==> src/design/gyri_pkg.sv <==
// ----------------------------------------------------------------------------
// gyri_pkg: shared definitions for the gyro rate angle integrator
// Angle and turn widths, reset values, item codes and the lane control bundle.
// ----------------------------------------------------------------------------
package gyri_pkg;

    // Field widths fixed by the angle format
    localparam int ANGLE_W  = 48;
    localparam int TURN_W   = 40;
    // The product is clamped to +/- 2^48, which needs 50 signed bits
    localparam int CLIP_W   = 50;

    // Defaults for the top-level parameters
    localparam int RATE_WIDTH_DEF  = 16;
    localparam int STAMP_WIDTH_DEF = 32;

    // Reset value of the full-turn register (360 degrees in angle units)
    localparam logic [TURN_W-1:0] TURN_RESET = 40'd24000000;

    // Item kind carried in tuser
    localparam logic FUNC_SAMPLE = 1'b0;
    localparam logic FUNC_CLEAR  = 1'b1;

    // Pipeline control handed from the top level to each lane
    typedef struct packed {
        logic ld_rate;  // stage 1 captures the incoming rate
        logic ld_prod;  // stage 2 captures the product
        logic ld_clip;  // stage 3 captures the clamped product
        logic acc;      // stage 3 item is consumed by the accumulator
        logic clr;      // the consumed item is a clear request
    } t_lane_ctl;

endpackage

==> src/design/gyri_lane.sv <==
// ----------------------------------------------------------------------------
// gyri_lane: one axis of the rate integrator
// Multiplies the rate by the stamp difference, clamps the product, adds it to
// the angle with saturation and applies one wrap correction by a full turn.
// ----------------------------------------------------------------------------
module gyri_lane #(
    parameter int RATE_WIDTH  = gyri_pkg::RATE_WIDTH_DEF,
    parameter int STAMP_WIDTH = gyri_pkg::STAMP_WIDTH_DEF
) (
    input  logic                               i_clk,
    input  logic                               i_rst_n,
    input  gyri_pkg::t_lane_ctl                i_ctl,
    input  logic signed [RATE_WIDTH-1:0]       i_rate,
    input  logic signed [STAMP_WIDTH-1:0]      i_dt,
    input  logic [gyri_pkg::TURN_W-1:0]        i_full_turn,
    output logic signed [gyri_pkg::ANGLE_W-1:0] o_angle_next
);
    import gyri_pkg::*;

    localparam int PROD_W = RATE_WIDTH + STAMP_WIDTH;
    localparam int EXT_W  = (PROD_W > CLIP_W) ? PROD_W : CLIP_W;
    localparam int SUM_W  = CLIP_W + 1;
    localparam int WRAP_W = ANGLE_W + 1;

    localparam logic signed [EXT_W-1:0] CLIP_HI =
        {{(EXT_W-CLIP_W+1){1'b0}}, 1'b1, {(CLIP_W-2){1'b0}}};
    localparam logic signed [EXT_W-1:0] CLIP_LO = -CLIP_HI;

    logic signed [RATE_WIDTH-1:0] r_rate;
    logic signed [PROD_W-1:0]     r_prod;
    logic signed [CLIP_W-1:0]     r_clip;
    logic signed [ANGLE_W-1:0]    r_angle;

    logic signed [EXT_W-1:0]      prod_ext;
    logic signed [CLIP_W-1:0]     n_clip;
    logic signed [SUM_W-1:0]      sum;
    logic signed [ANGLE_W-1:0]    sat;
    logic signed [WRAP_W-1:0]     sat_ext;
    logic signed [WRAP_W-1:0]     turn_ext;
    logic signed [WRAP_W-1:0]     wrapped;

    // Stage 1 holds the rate beside the stamp difference from the top level
    always_ff @(posedge i_clk) begin
        if (i_ctl.ld_rate) begin
            r_rate <= i_rate;
        end
    end

    // Stage 2: the multiplication
    always_ff @(posedge i_clk) begin
        if (i_ctl.ld_prod) begin
            r_prod <= PROD_W'(r_rate * i_dt);
        end
    end

    // Stage 3: clamp the product to +/- 2^48
    always_comb begin
        prod_ext = EXT_W'(r_prod);
        if (prod_ext > CLIP_HI) begin
            n_clip = CLIP_HI[CLIP_W-1:0];
        end else if (prod_ext < CLIP_LO) begin
            n_clip = CLIP_LO[CLIP_W-1:0];
        end else begin
            n_clip = prod_ext[CLIP_W-1:0];
        end
    end

    always_ff @(posedge i_clk) begin
        if (i_ctl.ld_clip) begin
            r_clip <= n_clip;
        end
    end

    // Accumulate, saturate to 48 bits, then one wrap correction
    always_comb begin
        sum = SUM_W'(r_angle) + SUM_W'(r_clip);
        if (sum[SUM_W-1:ANGLE_W-1] == '0 || sum[SUM_W-1:ANGLE_W-1] == '1) begin
            sat = sum[ANGLE_W-1:0];
        end else if (sum[SUM_W-1]) begin
            sat = {1'b1, {(ANGLE_W-1){1'b0}}};
        end else begin
            sat = {1'b0, {(ANGLE_W-1){1'b1}}};
        end
        sat_ext  = WRAP_W'(sat);
        turn_ext = WRAP_W'({1'b0, i_full_turn});
        if (sat_ext < -turn_ext) begin
            wrapped = sat_ext + turn_ext;
        end else if (sat_ext > turn_ext) begin
            wrapped = sat_ext - turn_ext;
        end else begin
            wrapped = sat_ext;
        end
        o_angle_next = wrapped[ANGLE_W-1:0];
    end

    // Angle register: cleared by a clear request, else takes the new angle
    always_ff @(posedge i_clk) begin
        if (!i_rst_n) begin
            r_angle <= '0;
        end else if (i_ctl.acc) begin
            if (i_ctl.clr) begin
                r_angle <= '0;
            end else begin
                r_angle <= o_angle_next;
            end
        end
    end

endmodule

==> config.mk <==
export PLATFORM = sky130hd
export DESIGN_NAME = gyri_lane
export DESIGN_NICKNAME = d
export VERILOG_FILES = /design/src/design/gyri_pkg.sv /design/src/design/gyri_lane.sv
export SDC_FILE = /design/constraint.sdc
export NUM_CORES = 2
export LEC_CHECK = 0
export BUFFER_PORTS_ARGS = -buffer_cell sky130_fd_sc_hd__buf_4
export CORE_ASPECT_RATIO = 1.4
export CORE_UTILIZATION = 56
export CTS_BUF_LIST = sky130_fd_sc_hd__clkbuf_4
export CTS_CLUSTER_DIAMETER = 120
export CTS_CLUSTER_SIZE = 12
export DETAILED_ROUTE_END_ITERATION = 8
export GPL_ROUTABILITY_DRIVEN = 0
export PLACE_DENSITY_LB_ADDON = 0.25
export REMOVE_ABC_BUFFERS = 1
export SLEW_MARGIN = 5
export SYNTH_ARGS = -nofsm -noshare
export SYNTH_HDL_FRONTEND = slang
export SYNTH_SLANG_ARGS = --single-unit
==> constraint.sdc <==
create_clock -name i_clk -period 13 [get_ports i_clk]
set_clock_uncertainty 0.15 [all_clocks]
set_input_delay 3.9 -clock i_clk [delete_from_list [all_inputs] [get_ports i_clk]]
set_output_delay 3.9 -clock i_clk [all_outputs]
set_load 0.05 [all_outputs]
---- Word-level counts from Yosys, hierarchy flattened ----
Index checks and enable logic that the tools add are counted.
storage, ports and cells
  memories ................................ 0
  bits of input ports ..................... 95
  register bits after elaboration ......... 162
  bits in latches ......................... 0
  word-level logic and storage cells ...... 24
  memory bits (writable) .................. 0
  output and inout port bits .............. 48
  bits in read-only memories .............. 0
cells by class
  add/subtract/negate cells ............... 4
  muxes and demuxes ....................... 6
  multipliers ............................. 1
  div/mod/pow operators ................... 0
  magnitude comparators ................... 4
  shifts and indexed selects .............. 0
  bitwise operators ....................... 0
  equal/unequal tests ..................... 1
  reduce and logical (&&, ||, !) cells .... 3
operators by type and width
  operator                number
  $mux W48                5
  $add A48 B50 Y51        1
  $gt A48 B50 Y1 const B  1
  $mux W50                1
  $lt A48 B49 Y1          1
  $lt A48 B49 Y1 const B  1
  $neg A40 Y49            1
  $add A48 B41 Y48        1
  $gt A48 B41 Y1          1
  $mul A16 B32 Y48        1
  $sub A48 B41 Y48        1
  $eq A4 B4 Y1 const B    1
  $logic_not A4 Y1        1
  $reduce_or A2 Y1        1
  $logic_or A1 B1 Y1      1

---- Logic depth before layout (Yosys ltp) ----
  depth after elaboration ................. 8
  depth in mapped cells ................... 34
  gate-level depth less buffers ........... 29

---- Worst setup path after synthesis ----
No wires, ideal clock.
  path kind ............................... input to output
  start ................................... input port i_full_turn[15] (netlist bit)
  end ..................................... output port o_angle_next[21] (netlist bit)
  required time ........................... 8950 ps
  data arrival time ....................... 9987 ps
  path slack .............................. -1037 ps
  stages .................................. 22
  path through ............................ inv_1 nand4_1 nor4_1 nand2_1 or4_1 or4_1 nor4_1 nand2_1 o41ai_1 o21ai_0 ha_1 a21o_1 a21oi_1 o21ai_0 a2111oi_0 a2111oi_0 o21ai_0 a41o_1 clkbuf_1 clkbuf_1 a22oi_1 o21ai_0
on the way
  word-level cells in the longest chain between the ends .. 3
  elaborated cells on any way between the ends .. 7
  those cells by class .................... add/sub (3); order compare (2); mux (2)
ends and longest elaborated chain
  element                                     line                              text
  start: declaration                          gyri_lane.sv:15                   input logic [gyri_pkg::TURN_W-1:0] i_full_turn,
  $neg A40 Y49, or another cell as far along  gyri_lane.sv:86                   if (sat_ext < -turn_ext) begin
  $lt A48 B49 Y1 or $mux W48 (tied branches)  gyri_lane.sv:86, gyri_lane.sv:88
  $mux W48 *                                  gyri_lane.sv:86
  end: declaration                            gyri_lane.sv:16                   output logic signed [gyri_pkg::ANGLE_W-1:0] o_angle_next
Mark *: on every way between the ends. The rest lies on a longest branch, timed or not.

---- Worst setup path in the final report ----
  start ................................... input port i_full_turn[14] (netlist bit)
  end ..................................... output port o_angle_next[44] (netlist bit)
Same word-level chain as after synthesis.

==> results.md <==
* Status: finished, violations left
* Failing checks: DRC, setup timing
* Syn. warnings at 0
* Slowest cell on crit path: or4b_4
* Die height at around 290 um
* Synth area leaders: fa_1, ha_1, edfxtp_1
* Syn_area_per_cell at around 8.6 um^2
* Top post-synthesis cells by count: inv_1, fa_1, nand2_1, ha_1, a21oi_1
* Total CTS buffers at 17
* Fin crit share at 102.9%
* Placed Instances at 4837
* Max H-tree Level at 4
* Min setup slack post-route at -0.3829 ns
* Chip Width at between 200 and 250 um
* Most frequent cell after synthesis: inv_1
* Layout area overhead at 14.76%
* Top sig layer: met4
* Worst slew pin tran at 1.200 ns
* Final setup viols at 29
* Root buf cell: clkbuf_4
* Worst-path clk slew at 0.15 ns
* TritonRoute pass-1 iters at 8
* Wl on met1 at 37.19 mm
* Final slew viol count at 0
* Reg2Reg Setup Slack at just over 4 ns
* Non-filler cells, final at 4923
* # clock sinks at 160
* Top-Level Pins at 143
* Post-synth EDFFs at around 110
* ANT nets after route at 0
* Synth async-reset ratio at 0%
* Final net count at ~5000
* CTS tree: built
* #FFs+latches synth at 160
* Crit path time final at about 13 ns
* IO buf count at about 140
* Layout cells sized above 1 at about 14%
* Residual DRC at 6
* WL/cell at 20.62 um
* WS Path Type: in -> out
* Final wirelength at 101.5 mm
* Vias in the first global route at ~31000
* Met3 Wirelength at roughly 7.7 mm
* Post-DP HPWL at just under 80 mm
* Starting DRT DRC Count at a little over 2000
* Largest net degree at the start of global routing at slightly below 50
* Cell mode on critical path: or4_4
* RSZ-0062 raised after global routing: yes
* GRT overflow at 0
* Highest Clock Rate at between 70 and 80 MHz
* Primary FF master, synth: edfxtp_1
* Initial core utilization at a little under three fifths
* Post-Syn Instances at just under 4000
* Hold_ws at ~0.27 ns
* First-pass GRT wire length at ~160 mm
* Netlist cell types at 88
* Core Box Area at 0.05886 mm^2
* Die area at slightly above 0.06 mm^2
* Clock Tree Buf Depth at 2
* CP Max Fanout at 4
* Crit start category: input port
* Relative slew slack at between 15 and 20%
* Site Rows at between 100 and 150
* Crit-path max cell delay at between 0.5 and 0.6 ns
* Yosys top cell area share at around 29%
* Fill count at between 4000 and 5000
* Initial antenna violation count at 1
* Vias at about 30000
* Clock latency on the worst-skew pair at between 0.5 and 0.6 ns
* Sequential share of the synthesized area at 12.91%
* Max Cap Viol at 0
* Met2 routed WL at 49.89 mm
* Mapped cell area at roughly 0.033 mm^2
* Via density at between 6 and 7
* CP Capture Type: primary output
* Arrival time worst endpoint at 9.33 ns
* Fin. Hold Viols at 0
* Worst min path class: reg -> reg
* Cell taking the most area after synthesis: fa_1
* GRT Util Overall at 34.04%
* Req. time, crit path at ~9.0 ns
[repair_timing]
action | CTS | global route
gates resized for setup | 180 | 50
pin swaps | 41 | 24
buffers inserted | 33 | 16
hold buffers | 0 | 0
setup endpoints to repair | 48 | 48
cloned | 4 | 0
[registers in the layout (all words and copies together), names as in the netlist]
| name | flops |
|---|---|
| r_clip | 48 |
| r_angle | 48 |
| r_prod | 48 |
| r_rate | 16 |
[through the flow]
step           setup TNS (ns)  setup slack, ns  utilization (%)  instance area (um^2)
6_report               -6.645          -0.3829            65.29                 38430
5_1_grt                -16.30          -0.5589            65.28                 38420
4_1_cts                -5.582          -0.2917            64.69                 38070
3_5_place_dp           -36.01           -1.168            62.26                 36650
3_3_place_gp           -36.99           -1.091            62.26                 36650
2_1_floorplan          -69.15           -2.146                -                 32770
[kinds of logic (layout without fill, tap and decap cells)]
| logic type | count (synthesis) | in the layout | synth area share (%) |
|---|---|---|---|
| AO/OA/AOI/OAI | 791 | 792 | 15.89 |
| XOR/XNOR | 172 | 172 | 4.499 |
| adder cells (fa/ha/maj) | 781 | 781 | 40.15 |
| buffers and inverters | 816 | 1102 | 9.278 |
| flip-flops | 160 | 160 | 12.91 |
| multiplexers | 31 | 31 | 0.9267 |
| other | 0 | 2 | 0 |
| AND/OR/NAND/NOR | 1134 | 1134 | 16.35 |
[cell type report]
cell class / count / area (um^2) / share of cell area [%]
antenna: 2 / 5.005 / 0.01302
sequential: 160 / 4324 / 11.25
inverter: 638 / 2400 / 6.245
clock inverter: 15 / 171.4 / 0.4461
multi-input combinational: 2910 / 26740 / 69.59
tap: 749 / 937.1 / 2.439
clock buffer: 17 / 127.6 / 0.3321
timing repair buffer: 432 / 3722 / 9.687
[final timing paths]
| check | startpoint | endpoint | depth (start not counted) |
|---|---|---|---|
| setup / recovery | i_full_turn[14] | o_angle_next[44] | 25 |
| hold / removal | r_prod[38] | r_clip[38] | 0 |
| setup reg to reg | r_clip[0] | r_angle[19] | 36 |
| hold reg to reg | r_prod[38] | r_clip[38] | 0 |
[placed cells by master, fill, tap and decap left out, drive strengths merged, types with 28 or more instances in the layout]
master  netlist  routed
inv         637     645
fa          489     489
nand2       440     440
buf          24     432
ha          292     292
a21oi       230     230
and2        201     201
nor2        177     177
o21ai       155     155
xnor2       135     135
edfxtp      112     112
a21o         84      84
nand3        59      59
dfxtp        48      48
nand4        44      44
nor3         44      44
o21bai       43      43
nand2b       41      41
a22o         40      40
xor2         37      37
mux2i        31      31
nor2b        28      28
[layer usage]
metal  vias to the layer above  global-route usage, %
met1                     14417                  39.76
met3                       397                  3.959
met2                      1459                  59.61
met4                         0                  21.05
met5                         -                      0
li1                      13359                      -
[critical path: cells and delay by family]
family,cells,cell delay [ns]
simple gates,13,3.24
xor+xnor,1,0.14
buf+inv,6,0.71
compound gates,4,1.02
fa+ha+maj,1,0.29
Power is left out: the tool's default activity adds up to more than one toggle a clock period on the data nets, which glitch-free logic cannot reach.
