<file path="src/design/gyri_pkg.sv">
// ----------------------------------------------------------------------------
// gyri_pkg: shared definitions for the gyro rate angle integrator
// Angle and turn widths, reset values, item codes and the lane control bundle.
// ----------------------------------------------------------------------------
package gyri_pkg;

    // Field widths fixed by the angle format
    localparam int ANGLE_W  = 48;
    localparam int TURN_W   = 40;
    // The product is clamped to +/- 2^48, which needs 50 signed bits
    localparam int CLIP_W   = 50;

    // Defaults for the top-level parameters
    localparam int RATE_WIDTH_DEF  = 16;
    localparam int STAMP_WIDTH_DEF = 32;

    // Reset value of the full-turn register (360 degrees in angle units)
    localparam logic [TURN_W-1:0] TURN_RESET = 40'd24000000;

    // Item kind carried in tuser
    localparam logic FUNC_SAMPLE = 1'b0;
    localparam logic FUNC_CLEAR  = 1'b1;

    // Pipeline control handed from the top level to each lane
    typedef struct packed {
        logic ld_rate;  // stage 1 captures the incoming rate
        logic ld_prod;  // stage 2 captures the product
        logic ld_clip;  // stage 3 captures the clamped product
        logic acc;      // stage 3 item is consumed by the accumulator
        logic clr;      // the consumed item is a clear request
    } t_lane_ctl;

endpackage

</file>
<file path="src/design/gyri_merge.sv">
// ----------------------------------------------------------------------------
// gyri_merge: result register for the three lanes
// Joins pitch, roll and yaw into one result and holds it until it is taken.
// ----------------------------------------------------------------------------
module gyri_merge (
    input  logic                                i_clk,
    input  logic                                i_rst_n,
    input  logic                                i_load,
    input  logic signed [gyri_pkg::ANGLE_W-1:0] i_pitch,
    input  logic signed [gyri_pkg::ANGLE_W-1:0] i_roll,
    input  logic signed [gyri_pkg::ANGLE_W-1:0] i_yaw,
    input  logic                                i_ready,
    output logic                                o_free,
    output logic                                o_valid,
    output logic [3*gyri_pkg::ANGLE_W-1:0]      o_data
);
    import gyri_pkg::*;

    logic                   r_valid;
    logic [3*ANGLE_W-1:0]   r_data;

    // The register can take a new result when empty or being drained
    assign o_free = !r_valid || i_ready;

    always_ff @(posedge i_clk) begin
        if (!i_rst_n) begin
            r_valid <= 1'b0;
        end else if (i_load) begin
            r_valid <= 1'b1;
        end else if (i_ready) begin
            r_valid <= 1'b0;
        end
    end

    always_ff @(posedge i_clk) begin
        if (i_load) begin
            r_data <= {i_yaw, i_roll, i_pitch};
        end
    end

    assign o_valid = r_valid;
    assign o_data  = r_data;

endmodule

</file>
<file path="config.mk">
export PLATFORM = sky130hd
export DESIGN_NAME = gyri_merge
export DESIGN_NICKNAME = d
export VERILOG_FILES = /design/src/design/gyri_pkg.sv /design/src/design/gyri_merge.sv
export SDC_FILE = /design/constraint.sdc
export NUM_CORES = 1
export LEC_CHECK = 0
export BUFFER_PORTS_ARGS = -buffer_cell sky130_fd_sc_hd__buf_4
export CAP_MARGIN = 10
export CORE_AREA = 2 2 113 115
export DETAILED_ROUTE_END_ITERATION = 7
export DIE_AREA = 0 0 115 117
export HOLD_SLACK_MARGIN = 0.05
export PLACE_DENSITY_LB_ADDON = 0.3
export SETUP_SLACK_MARGIN = 0.3
export SYNTH_ARGS = -nofsm -noshare
export SYNTH_HDL_FRONTEND = slang
export SYNTH_SLANG_ARGS = --single-unit
</file>
<file path="constraint.sdc">
create_clock -name i_clk -period 0.8 [get_ports i_clk]
set_input_delay 0.16 -clock i_clk [delete_from_list [all_inputs] [get_ports i_clk]]
set_output_delay 0.16 -clock i_clk [all_outputs]
set_load 0.02 [all_outputs]
</file>
[After elaboration in Yosys (flattened, before gate mapping)]
Index checks and enable logic that the tools add are counted.
Word-level totals
  bits in registers: 145
  bits of input ports: 148
  logic and storage cells: 7
Cells by class
  reduce and logical (&&, ||, !) cells: 3
  mux-type cells: 2
Operator list (number)
  two-way mux 1 bit: 2
  nonzero test 2 bit: 1
  logical NOT 1 bit: 1
  logical OR 1 bit: 1

[Longest topological paths before layout]
Gate-level depths: netlist (run 1).
  word-level depth: 2
  gate-level depth with buffers: 2

[Worst setup path after synthesis (run 1)]
No wires, ideal clock.
  kind: register to register
  from: reg, netlist name o_valid
  to: reg r_valid (netlist: o_valid)
  library setup time: 66 ps
  stages on the path, launching flop included: 3
  data arrival time: 708 ps
  clock period less this slack: 774 ps
  slack: 26 ps
  cell sequence: dfxtp_1 nand2b_4 a21boi_2
RTL lines
  end signal, assigned: RTL line gyri_merge.sv:27  | r_valid <= 1'b0;
  end signal, assigned: RTL line gyri_merge.sv:29  | r_valid <= 1'b1;
  end signal, assigned: RTL line gyri_merge.sv:31  | r_valid <= 1'b0;
  end, declared: RTL line gyri_merge.sv:19  | logic r_valid;

[Worst setup path after layout (run 1)]
  from: reg r_data[130] (netlist: o_data[130])
  to: out o_data[130] in the netlist's numbering
RTL lines
  start, declared: RTL line gyri_merge.sv:20  | logic [3*ANGLE_W-1:0] r_data;
  start signal, assigned: RTL line gyri_merge.sv:37  | r_data <= {i_yaw, i_roll, i_pitch};
  end, declared: RTL line gyri_merge.sv:15  | output logic [3*gyri_pkg::ANGLE_W-1:0] o_data
No word-level cell between the ends.

==> results of run 1 <==
-- stage by stage --
| stage | setup slack (ps) | cells | power, W |
|---|---|---|---|
| 2_1_floorplan | 165 | 148 | 0.0101 |
| 3_3_place_gp | -51.4 | 597 | 0.0118 |
| 3_5_place_dp | -73.0 | 597 | 0.0118 |
| 4_1_cts | -353 | 628 | 0.0200 |
| 5_1_grt | -369 | 629 | 0.0205 |
| 6_report | -331 | 629 | 0.0198 |
-- sequential cells by signal, indices dropped and copies added, names as in the netlist --
register,cells
o_data,144
o_valid,1
-- worst paths after layout --
check / start / end / slack, ps / cells after the start
worst min-delay path: i_pitch[34] / o_data[34] / -80 / 1
worst min register to register: o_valid / o_valid / 600 / 3
worst max-delay path: o_data[130] / o_data[130] / -330 / 1
worst max register to register: o_valid / o_valid / 90 / 3
-- repair_timing --
action	in CTS	in global routing
endpoints found under the hold margin	145	145
gates resized for setup	138	8
pin swaps	0	0
setup buffers	0	1
endpoints found under the setup margin	147	147
-- cell usage in the layout (no fill, tap or decap) --
master / synthesis / layout
buf_4: 0 / 149
buf_6: 0 / 147
edfxtp_1: 144 / 144
clkbuf_16: 0 / 17
clkinv_2: 0 / 7
buf_12: 0 / 4
bufinv_16: 0 / 3
inv_1: 1 / 1
nand2b_4: 1 / 1
a21boi_2: 1 / 1
clkbuf_1: 0 / 1
clkinv_4: 0 / 1
clkinvlp_4: 0 / 1
clkinv_1: 0 / 1
dfxtp_4: 0 / 1
-- worst register-to-register path: stages (launching register included) --
cell and delay, ps:
dfxtp_4 360, nand2b_4 60, buf_4 130, a21boi_2 90
-- power by group --
part           internal (W)  switching [W]
Combinational       0.00154        0.00128
Sequential          0.00904       0.000271
Clock               0.00483        0.00285
Total                0.0154        0.00441
-- area by class of cell --
type,count,area [µm²]
clock buffer,18,429
clock inverter,13,145
fill,871,4320
inverter,1,3.75
multi-input combinational,2,25.0
sequential,145,4350
tap,150,188
timing repair buffer,300,2850
-- layer usage --
metal  GRT usage  wire [µm]  vias up
met1       0.175       3810     1320
met4      0.0964        352        0
li1            -          -     1243
met3      0.0891       1220       26
met5           0          0        -
met2       0.292       6470      162
-- kinds of logic after synthesis --
kind of cell,share of synthesized area
flops,0.993
simple gates,0.00315
buf+inv,0.000858
compound gates,0.00257
==> out/metrics.yaml, run 1 <==
routing:
  num_vias: 2751
  totalWireLength_um: 11800
  drtIter0Drc: 158
  via_per_inst: 4.37
  dr.pass1.iters: 4
  ant_nets: 0
  wire_per_inst_um: 18.8
  remaining_drc_errors: 0
critical_path:
  critPathKind: "register to output pin"
  slowest_stage: "edfxtp_1"
  path_cells: "buf_6"
  cp_num_buf_inv: 1
  cp-end-kind: "output pin"
  start_kind: "register"
  path_max_fanout: 1
  cp_slowest_stage_delay_ps: 410
  arrival_ps: 970
  critical_path.top_delay_family: "flip-flops"
  worstPathRequired_ps: 640
layout:
  antenna_cells: 0
  layout-drive-gt1-share: 0.693
  fin_area_mm2: 0.00799
  utilization: 0.649
  layout.nets: 615
  area_growth_pct: 82.8
die:
  die_area_mm2: 0.0135
  core_mm2: 0.0123
  ioPinCount: 294
  die_h_um: 117
  die_w_um: 115
  rows: 41
  start_util: 0.355
sta:
  finClkSkew_ps: 0
  hold_viol_final: 145
  period_minus_slack_ps: 1130
  slew_headroom: 0.859
  worst_pin_slew_ps: 212
  fin_tns_setup_ps: -43530
  setup_violations: 146
  max_freq_mhz: 884
  min_period_over_period: 1.41
  whs_ps: -83.4
  report.final.slew_viol_count: 0
  rsz0062_at_grt: "yes"
  worst_slack_ps: -331
power:
  p_leak_nw: 3.36
  p_per_area_mw_per_mm2: 2480
  vdd_drop_max_mv: 1.74
yosys:
  syn_nets: 296
  ys.flop_type: "edfxtp_1"
  synth_edf_count: 144
  synth_common_cells: "edfxtp_1 (144), a21boi_2 (1), dfxtp_1 (1), inv_1 (1), nand2b_4 (1)"
  yosysWarnings: 0
  yosysMostFrequentCell: "edfxtp_1"
  async_reset_ff_frac: 0
  seq_area_frac_synth: 0.993
  ys_ff_latch: 145
  syn_area_per_cell_um2: 29.5
  yosys.area.top_type: "edfxtp_1"
  synth_cell_types: 5
  syn_area_mm2: 0.00437
  yosysTopAreaCellShare: 0.989
  synth_area_leaders: "edfxtp_1 (99%), dfxtp_1 (0.46%), nand2b_4 (0.31%), a21boi_2 (0.26%), inv_1 (0.086%)"
  syn-instance-count: 148
clocking:
  cts_tree: "done"
  clk_latency_ps: 410
  htree_levels: 4
  cts.sinks: 145
  clockBufferDepth: 2
  cts-root-buf: "clkbuf_16"
  clk_pin_slew_ps: 60
  cts_buffers: 17
place:
  place_congestion: 0.806
  port_buffers: 293
  placed_area_mm2: 0.00686
status:
  failed_checks: "negative hold slack, negative setup slack"
  status: "complete, but fails checks"
grt:
  grt_pass1_vias: 2922
  antenna_found_initial: 0
  grt_overflow: 0
  track_usage: 0.173
  grt_pass1_wl_um: 16200
  grt_max_degree: 38
min_path:
  hp-class: "input pin to register"
job:
  drv_cap: 0
Note: power is estimated with default switching activity, not from simulation.
==> run 2, diff against run 1 <==
==> constraint.sdc (replaced) <==
create_clock -name i_clk -period 0.8 [get_ports i_clk]
set_input_delay 0.04 -clock i_clk [delete_from_list [all_inputs] [get_ports i_clk]]
set_output_delay 0.04 -clock i_clk [all_outputs]
set_load 0.02 [all_outputs]
==> out/metrics.yaml, run 2 (synthesis results as in run 1) <==
status:
  status: "complete, but fails checks"
  failed_checks: "negative hold slack, negative setup slack"
critical_path:
  rrSetupSlack_ps: 190  # +100 ps
  startpoint: "o_data[52]"
  start_kind: "register"
  cp_num_buf_inv: 1  # unchanged
  worstRegToRegCells: 2  # -1
  cp-endpoint: "o_data[52]"
  cp-end-kind: "output pin"
  arrival_ps: 970  # about the same
  slowest_stage: "edfxtp_1"
  r2r_end: "o_valid"
  path_cells: "buf_6"
  rr_startpoint: "o_valid"
  worstPathRequired_ps: 760  # +120 ps
  critical_path.top_delay_family: "flip-flops"
  path_depth: 1  # unchanged
  critPathKind: "register to output pin"
  cp_slowest_stage_delay_ps: 410  # about the same
  path_max_fanout: 1  # unchanged
clocking:
  cts-root-buf: "clkbuf_16"
  htree_levels: 4  # unchanged
  cts.sinks: 145  # unchanged
  cts_buffers: 17  # unchanged
  cts_tree: "done"
  clk_latency_ps: 410  # about the same
  clockBufferDepth: 2  # unchanged
  clk_pin_slew_ps: 60  # about the same
layout:
  final_common_cell: "buf_4"
  layout.nets: 613  # -0.33%
  largest_reg_flops: 144  # unchanged
  fin_area_mm2: 0.00789  # -1.3%
  area_growth_pct: 80.4
  layout-drive-gt1-share: 0.688  # -0.00548
  utilization: 0.641  # -0.00833
  mostFrequentLayoutCells: "buf_4 (149), buf_6 (146), edfxtp_1 (144)"
  antenna_cells: 0  # unchanged
grt:
  grt_max_degree: 45  # +18%
  track_usage: 0.167  # -0.00623
  antenna_found_initial: 0  # unchanged
  grt_pass1_wl_um: 15700  # -3.6%
  grt_overflow: 0  # unchanged
  grt_pass1_vias: 2802  # -4.1%
routing:
  totalWireLength_um: 11500  # -3.2%
  via_per_inst: 4.29  # -2.0%
  ant_nets: 0  # unchanged
  drtIter0Drc: 113  # -28%
  dr.pass1.iters: 4  # unchanged
  num_vias: 2687  # -2.3%
  remaining_drc_errors: 0  # unchanged
  wire_per_inst_um: 18.3  # -2.9%
sta:
  worst_pin_slew_ps: 245  # +33.4 ps
  setup_violations: 146  # unchanged
  slew_headroom: 0.837  # -0.0222
  rsz0062_at_grt: "yes"
  finClkSkew_ps: 0  # unchanged
  period_minus_slack_ps: 1010  # -117 ps
  max_freq_mhz: 986  # +12%
  worst_slack_ps: -214  # +117 ps
  whs_ps: -200  # -117 ps
  hold_viol_final: 145  # unchanged
  min_period_over_period: 1.27  # -0.147
  report.final.slew_viol_count: 0  # unchanged
die:
  core_mm2: 0.0123  # unchanged
  rows: 41  # unchanged
  die_area_mm2: 0.0135  # unchanged
  die_h_um: 117  # unchanged
  start_util: 0.355  # unchanged
  ioPinCount: 294  # unchanged
  die_w_um: 115  # unchanged
job:
  drv_cap: 0  # unchanged
place:
  place_congestion: 0.805  # about the same
  port_buffers: 293  # unchanged
  placed_area_mm2: 0.00684  # -0.29%
min_path:
  hp-class: "input pin to register"
power:
  p_leak_nw: 3.30  # -2.0%
  vdd_drop_max_mv: 1.66  # -4.3%
  p_per_area_mw_per_mm2: 2380  # -3.8%
run 2: cell count changes in the layout (fill, tap and decap cells not counted), sizes merged:
| cell | delta |
|---|---|
| buf | -2 |
| bufinv | -3 |
| clkinv | -1 |
| clkinvlp | +4 |
run 2: how the worst min path moves through the flow:
stage | slack (ps) | end | from | cells after the start
global placement | 220 | o_data[34] | i_pitch[34] | 1
detailed placement | 220 | o_data[115] | i_yaw[19] | 1
CTS | -220 | o_data[62] | i_roll[14] | 1
global route | -220 | o_data[25] | i_pitch[25] | 1
finish | -200 | o_data[60] | i_roll[12] | 1
floorplan | 140 | o_data[0] | i_pitch[0] | 0
run 2: through the flow:
stage	hold WS [ps]	worst slack (ps)	cells	TNS (ps)	total power [W]
2_1_floorplan	139	165	148	0	0.0101
3_3_place_gp	218	59.4	596	0	0.0118
3_5_place_dp	219	44.2	596	0	0.0118
4_1_cts	-220	-236	627	-29310	0.0190
5_1_grt	-223	-267	627	-31560	0.0194
6_report	-200	-214	627	-25700	0.0188
run 2: area by class of cell:
type                    instances  area (µm²)
multi-input cells               2        25.0
well taps                     150         188
flip-flops and latches        145        4350
clock inverters                13        73.8
clock buffers                  18         429
inverters                       1        3.75
repair buffers                298        2820
fillers                       877        4420
run 2: power breakdown:
group | switching, W | leakage (nW) | internal [W]
clock | 0.00285 | 0.236 | 0.00386
combinational | 0.00126 | 1.64 | 0.00153
sequential | 0.000273 | 1.42 | 0.00904
run 2: routing by layer:
metal / wire, µm / vias to the layer above / global-route usage
met4: 347 / 0 / 0.100
li1: - / 1236 / -
met3: 1210 / 28 / 0.0881
met1: 3730 / 1263 / 0.168
met5: 0 / - / 0
met2: 6170 / 160 / 0.276
run 2: timing repair:
item                       in CTS  in global routing
setup endpoints to repair     147                147
buffers inserted                0                  0
gates resized for setup       140                  5
hold endpoints to repair      145                145
